## config.mk

```make
export PLATFORM = sky130hd
export DESIGN_NAME = pwt_twiddle
export DESIGN_NICKNAME = d
export VERILOG_FILES = /design/src/rtl/pwt_pkg.sv /design/src/rtl/pwt_twiddle.sv
export SDC_FILE = /design/constraint.sdc
export NUM_CORES = 2
export LEC_CHECK = 0
export ABC_AREA = 1
export BUFFER_PORTS_ARGS = -buffer_cell sky130_fd_sc_hd__buf_2
export CAP_MARGIN = 20
export CORE_MARGIN = 5
export CORE_UTILIZATION = 26
export DETAILED_ROUTE_END_ITERATION = 10
export PLACE_DENSITY = 0.41
export SYNTH_ARGS = -nofsm -noshare
export SYNTH_HDL_FRONTEND = slang
export SYNTH_SLANG_ARGS = --single-unit
```

## constraint.sdc

```tcl
create_clock -name clk -period 8.69 [get_ports clk]
set_clock_uncertainty 0.2 [all_clocks]
set_input_delay 0 -clock clk [delete_from_list [all_inputs] [get_ports clk]]
set_output_delay 0 -clock clk [all_outputs]
set_load 0.02 [all_outputs]
```

## src/rtl/pwt_pkg.sv

```systemverilog
// ----------------------------------------------------------------------------
// pwt_pkg
// Shared types, codes and fixed-point helpers of the PID controller with
// twiddle gain tuning.
// ----------------------------------------------------------------------------
`default_nettype none

package pwt_pkg;

	// item kinds
	localparam logic [1:0] KIND_RUN     = 2'd0;
	localparam logic [1:0] KIND_TUNE    = 2'd1;
	localparam logic [1:0] KIND_RESTART = 2'd2;
	localparam logic [1:0] KIND_CLEAR   = 2'd3;

	// tuning phases
	localparam logic [3:0] PH_IDLE    = 4'd0;
	localparam logic [3:0] PH_P_UPD   = 4'd1;
	localparam logic [3:0] PH_P_CHK1  = 4'd2;
	localparam logic [3:0] PH_P_CHK2  = 4'd3;
	localparam logic [3:0] PH_I_UPD   = 4'd4;
	localparam logic [3:0] PH_I_CHK1  = 4'd5;
	localparam logic [3:0] PH_I_CHK2  = 4'd6;
	localparam logic [3:0] PH_D_UPD   = 4'd7;
	localparam logic [3:0] PH_D_CHK1  = 4'd8;
	localparam logic [3:0] PH_D_CHK2  = 4'd9;
	localparam logic [3:0] PH_TRAINED = 4'd10;

	// configuration register indexes
	localparam logic [2:0] REG_START_KP    = 3'd0;
	localparam logic [2:0] REG_START_KI    = 3'd1;
	localparam logic [2:0] REG_START_KD    = 3'd2;
	localparam logic [2:0] REG_START_PHASE = 3'd3;
	localparam logic [2:0] REG_TUNE_TOL    = 3'd4;

	// Q16.16 constants
	localparam logic signed [31:0] Q_ONE     = 32'sd65536;
	localparam logic signed [31:0] BEST_INIT = 32'sd65536000;
	localparam logic signed [17:0] GROW_Q    = 18'sd72090;
	localparam logic signed [17:0] SHRINK_Q  = 18'sd58982;
	localparam logic [30:0]        TOL_RESET = 31'd13107;

	localparam logic signed [65:0] SAT_HI = 66'sd2147483647;
	localparam logic signed [65:0] SAT_LO = -66'sd2147483648;

	typedef struct packed {
		logic signed [31:0] start_kp;
		logic signed [31:0] start_ki;
		logic signed [31:0] start_kd;
		logic [3:0]         start_phase;
		logic [30:0]        tune_tol;
	} cfg_t;

	typedef struct packed {
		logic               fire;
		logic [1:0]         kind;
		logic signed [15:0] sample;
	} op_t;

	typedef struct packed {
		logic signed [31:0] p;
		logic signed [31:0] i;
		logic signed [31:0] d;
	} gains_t;

	function automatic logic signed [31:0] sat32(input logic signed [65:0] v);
		if (v > SAT_HI) begin
			return 32'sh7fffffff;
		end else if (v < SAT_LO) begin
			return 32'sh80000000;
		end
		return v[31:0];
	endfunction

	// step * k rounded half up to Q16.16, saturated
	function automatic logic signed [31:0] scale_step(input logic signed [31:0] s,
	                                                   input logic signed [17:0] k);
		logic signed [49:0] prod;
		prod = 50'(s) * 50'(k);
		return sat32(66'((prod + 50'sd32768) >>> 16));
	endfunction

endpackage

`default_nettype wire

```

## src/rtl/pwt_twiddle.sv

```systemverilog
// ----------------------------------------------------------------------------
// pwt_twiddle
// Gain, step-size and best-error registers with the twiddle tuner. Each
// tune word performs at most one twiddle step of the phase machine.
// ----------------------------------------------------------------------------
`default_nettype none

module pwt_twiddle (
	input  logic            clk,
	input  logic            arst_n,
	input  pwt_pkg::op_t    op,
	input  pwt_pkg::cfg_t   cfg,
	output pwt_pkg::gains_t gains,
	output logic [3:0]      phase_nxt
);
	import pwt_pkg::*;

	localparam logic [1:0] SEL_P = 2'd0;
	localparam logic [1:0] SEL_I = 2'd1;
	localparam logic [1:0] SEL_D = 2'd2;

	localparam logic [1:0] SUB_NONE = 2'd0;
	localparam logic [1:0] SUB_UPD  = 2'd1;
	localparam logic [1:0] SUB_CHK1 = 2'd2;
	localparam logic [1:0] SUB_CHK2 = 2'd3;

	logic signed [31:0] gain_p_q, gain_i_q, gain_d_q;
	logic signed [31:0] step_p_q, step_i_q, step_d_q;
	logic signed [31:0] best_q;
	logic [3:0]         phase_q;

	logic signed [33:0] total;
	logic               lock;
	logic               tune_act;
	logic signed [31:0] e32;
	logic [1:0]         sel;
	logic [1:0]         sub;
	logic [3:0]         upd_next;
	logic signed [31:0] gsel, ssel;
	logic               improve;
	logic signed [31:0] scaled;
	logic signed [31:0] g_n, s_n, best_n;
	logic [3:0]         ph_n;

	always_comb begin
		total    = 34'(step_p_q) + 34'(step_i_q) + 34'(step_d_q);
		lock     = (phase_q == PH_TRAINED) || (total <= $signed({3'b000, cfg.tune_tol}));
		tune_act = op.fire && (op.kind == KIND_TUNE);
		e32      = {{8{op.sample[15]}}, op.sample, 8'h00};

		case (phase_q)
			PH_P_UPD:  begin sel = SEL_P; sub = SUB_UPD;  upd_next = PH_I_UPD; end
			PH_P_CHK1: begin sel = SEL_P; sub = SUB_CHK1; upd_next = PH_I_UPD; end
			PH_P_CHK2: begin sel = SEL_P; sub = SUB_CHK2; upd_next = PH_I_UPD; end
			PH_I_UPD:  begin sel = SEL_I; sub = SUB_UPD;  upd_next = PH_D_UPD; end
			PH_I_CHK1: begin sel = SEL_I; sub = SUB_CHK1; upd_next = PH_D_UPD; end
			PH_I_CHK2: begin sel = SEL_I; sub = SUB_CHK2; upd_next = PH_D_UPD; end
			PH_D_UPD:  begin sel = SEL_D; sub = SUB_UPD;  upd_next = PH_P_UPD; end
			PH_D_CHK1: begin sel = SEL_D; sub = SUB_CHK1; upd_next = PH_P_UPD; end
			PH_D_CHK2: begin sel = SEL_D; sub = SUB_CHK2; upd_next = PH_P_UPD; end
			default:   begin sel = SEL_P; sub = SUB_NONE; upd_next = phase_q;  end
		endcase

		case (sel)
			SEL_I:   begin gsel = gain_i_q; ssel = step_i_q; end
			SEL_D:   begin gsel = gain_d_q; ssel = step_d_q; end
			default: begin gsel = gain_p_q; ssel = step_p_q; end
		endcase

		improve = e32 < best_q;
		scaled  = scale_step(ssel, improve ? GROW_Q : SHRINK_Q);

		g_n    = gsel;
		s_n    = ssel;
		best_n = best_q;
		ph_n   = phase_q;
		if (lock) begin
			ph_n = PH_TRAINED;
		end else begin
			case (sub)
				SUB_UPD: begin
					g_n  = sat32(66'(gsel) + 66'(ssel));
					ph_n = phase_q + 4'd1;
				end
				SUB_CHK1: begin
					if (improve) begin
						best_n = e32;
						s_n    = scaled;
						ph_n   = upd_next;
					end else begin
						g_n  = sat32(66'(gsel) - 66'(ssel) - 66'(ssel));
						ph_n = phase_q + 4'd1;
					end
				end
				SUB_CHK2: begin
					if (improve) begin
						best_n = e32;
					end else begin
						g_n = sat32(66'(gsel) + 66'(ssel));
					end
					s_n  = scaled;
					ph_n = upd_next;
				end
				default: begin
				end
			endcase
		end

		if (op.kind == KIND_RESTART) begin
			phase_nxt = cfg.start_phase;
		end else if (tune_act) begin
			phase_nxt = ph_n;
		end else begin
			phase_nxt = phase_q;
		end
	end

	always_ff @(posedge clk or negedge arst_n) begin
		if (!arst_n) begin
			gain_p_q <= '0;
			gain_i_q <= '0;
			gain_d_q <= '0;
			step_p_q <= Q_ONE;
			step_i_q <= Q_ONE;
			step_d_q <= Q_ONE;
			best_q   <= BEST_INIT;
			phase_q  <= PH_IDLE;
		end else if (op.fire) begin
			phase_q <= phase_nxt;
			if (op.kind == KIND_RESTART) begin
				gain_p_q <= cfg.start_kp;
				gain_i_q <= cfg.start_ki;
				gain_d_q <= cfg.start_kd;
				step_p_q <= Q_ONE;
				step_i_q <= Q_ONE;
				step_d_q <= Q_ONE;
				best_q   <= BEST_INIT;
			end else if (tune_act && !lock) begin
				best_q <= best_n;
				case (sel)
					SEL_I: begin
						gain_i_q <= g_n;
						step_i_q <= s_n;
					end
					SEL_D: begin
						gain_d_q <= g_n;
						step_d_q <= s_n;
					end
					default: begin
						gain_p_q <= g_n;
						step_p_q <= s_n;
					end
				endcase
			end
		end
	end

	assign gains = '{p: gain_p_q, i: gain_i_q, d: gain_d_q};

endmodule

`default_nettype wire

```

==> metrics.cfg <==
[floorplanning]
core_um2=140000
fp.dieH_um=386
initial_core_util_pct=26.2
die_x_um=386
rows=137
die-area_um2=149000
boundaryPins=252

[logic_synthesis]
yosysMostFrequentCell=nand2_1
synth-simple-area-share_pct=21.4
syn-instance-count=5051
synth.distinct_cells=73
synthTopCellsByCount=nand2_1, inv_1, ha_1
synth_area_leaders=fa_1, dfrtp_1, ha_1, nand2_1, inv_1
synthAdderAreaFrac_pct=34.9
yosysTopAreaCellShare_pct=21.2
synth_xor_area_share_pct=2.98
ys_ff_latch=213
synth_compound_area_share_pct=13.3
synth_edf_count=0
ys_seq_area_share_pct=14.5
synth_warnings=0
synth_top_family_by_area=adder cells
synth.avg_cell_area_um2=7.26
synth_area_um2=36700
muxShareOfSynthArea_pct=0
synth.largest_area_cell=fa_1
ys_async_sr_fraction_pct=100
synth_flop_cell=dfrtp_1

[setup_path]
crit_buf_inv=9
cp.arrival_ns=8.78
ff2ff_path_depth=43
rrSetupSlack_ns=0.23
crit_type=reg2reg
slowest_stage=fa_1
cp-start-kind=register
r2r-start=phase_q[0]
path_max_fanout=7
r2r-end=step_i_q[10]
critPathTopFamily=adder cells
required_ns=9.00
cp-end-kind=register
critical_path_depth=43
slowest_delay_ns=0.55
path_common_cell=nand2_1

[sta]
rsz0062_at_grt=yes
slew_headroom_pct=25.3
fmax_ghz=0.118
fin_crit_ns=8.46
worst_pin_slew_ns=1.11
min_period_over_period_pct=97.4
setup-tns-final_ns=0
hold_viol=0
maxSlewViolCount=0
finalSetupViolations=0

[final_layout]
fillers=14986
final_nets=6864
drive_gt1_share_pct=26.6
finalCoreUtilization_pct=35.8
synthToLayoutAreaGrowth_pct=36.5
diodes=0

[clock_network]
clock_sinks=213
clock_latency_ns=0.59
cts_buffers=28
root_buffer=clkbuf_16
cts_buffer_depth=3
clkTransAtPathRegs_ns=0.06
ctsHtreeMaxLevel=1
cts_tree=done

[routing]
vias=36149
drt_iter0_drc=2333
drt_wl_total_mm=155
first_pass_iters=7
routed_via_density=4.62
drt_drc_violations_left=0
ant_nets=0
avgRoutedWirePerCell_um=19.8

[global_routing]
grt_pass1_vias=36043
grt_max_degree=149
track_usage_pct=20.0
gr-total-overflow=0
antenna_found_initial=1
grt_pass1_wl_mm=228

[status]
status=finished, final reports clean

[place]
finalWeightedCongestion=0.932
dp_hpwl_mm=127
port_buffers=251

[worst_hold_path]
hold_class=in2reg
hold_end=gain_i_q[4]
worstHoldStart=cfg[71]
hold_depth=4

[run]
drv_cap=0

layout make-up:
class	count	area [um^2]	share of cell area, %
multi-input combinational	3640	29400	58.7
sequential	213	5340	10.7
timing repair buffer	1048	8360	16.7
clock buffer	41	811	1.62
clock inverter	8	76.3	0.152
tap	1876	2350	4.69
inverter	991	3760	7.50
worst max path at each step:
stage                           from            to
after floorplan           phase_q[0]   step_d_q[4]
final                     phase_q[0]  step_i_q[10]
after global routing      phase_q[1]  step_d_q[18]
after detailed placement  phase_q[1]  step_i_q[19]
after global placement    best_q[25]  step_i_q[19]
after CTS                 phase_q[0]  step_p_q[11]
sequential cells by signal (all words and copies together), names as in the netlist:
| name | cells |
|---|---|
| gain_i_q | 32 |
| phase_q | 4 |
| best_q | 17 |
| gain_p_q | 32 |
| step_i_q | 32 |
| gain_d_q | 32 |
| step_d_q | 32 |
| step_p_q | 32 |
routing by layer:
| layer | track usage, % | wire (um) | up-vias | part of all wire [%] |
|---|---|---|---|---|
| li1 | - | - | 17541 | - |
| met4 | 3.08 | 2910 | 0 | 1.9 |
| met1 | 29.2 | 73900 | 17671 | 48 |
| met5 | 0 | 0 | - | 0 |
| met3 | 2.16 | 6910 | 119 | 4.5 |
| met2 | 32.3 | 71100 | 818 | 46 |
what timing repair did:
item	in CTS	in global routing
hold endpoints to repair	256	0
setup buffers	39	60
pin swaps	72	254
hold buffers	159	0
endpoints found under the setup margin	96	96
resized for setup	224	545
gates cloned	1	6
worst register-to-register path, delay by kind of cell (launching register included):
family	cells	cell delay, ns
and+or+nand+nor	20	2.28
adders and majority gates	9	3.71
buffers and inverters	9	1.01
DFF	1	0.46
AOI/OAI and AO/OA	5	0.76
cells by family (layout without fill, tap and decap cells):
family,Yosys count,count (layout)
simple gates,1922,1922
buf+inv,1199,2088
compound gates,801,801
fa+ha+maj,790,790
flops,213,213
xor+xnor,124,124
other cells,2,3
metrics by stage:
step | hold slack (ns) | instance area (um^2) | worst slack, ns | instances
after floorplan | -0.496 | 36700 | 0.188 | 5052
after global placement | -0.0625 | 43600 | -0.712 | 7507
after detailed placement | -0.0625 | 43600 | -0.663 | 7507
after CTS | 0.000108 | 47200 | -0.0387 | 7753
after global routing | 0.0361 | 50100 | -0.0795 | 7817
final | 0.0353 | 50100 | 0.227 | 7817
cell usage in the layout, fill, tap and decap left out, drive strengths merged, types with 25 or more instances in the layout:
| cell | synthesis | final |
|---|---|---|
| nand4 | 32 | 32 |
| o21bai | 29 | 29 |
| o221ai | 25 | 25 |
| nor3 | 31 | 31 |
| buf | 103 | 884 |
| o21ai | 230 | 230 |
| dfrtp | 206 | 206 |
| clkbuf | 105 | 47 |
| xor2 | 73 | 73 |
| a21boi | 61 | 61 |
| dlygate4sd3 | 0 | 158 |
| nand2 | 1298 | 1298 |
| ha | 401 | 401 |
| inv | 989 | 988 |
| a21oi | 352 | 352 |
| nand3 | 224 | 224 |
| xnor2 | 51 | 51 |
| fa | 389 | 389 |
| o211ai | 35 | 35 |
| nor2 | 312 | 312 |
Power is not shown: default switching activity piles up to over one toggle a cycle in this logic, so the estimate is an artifact.
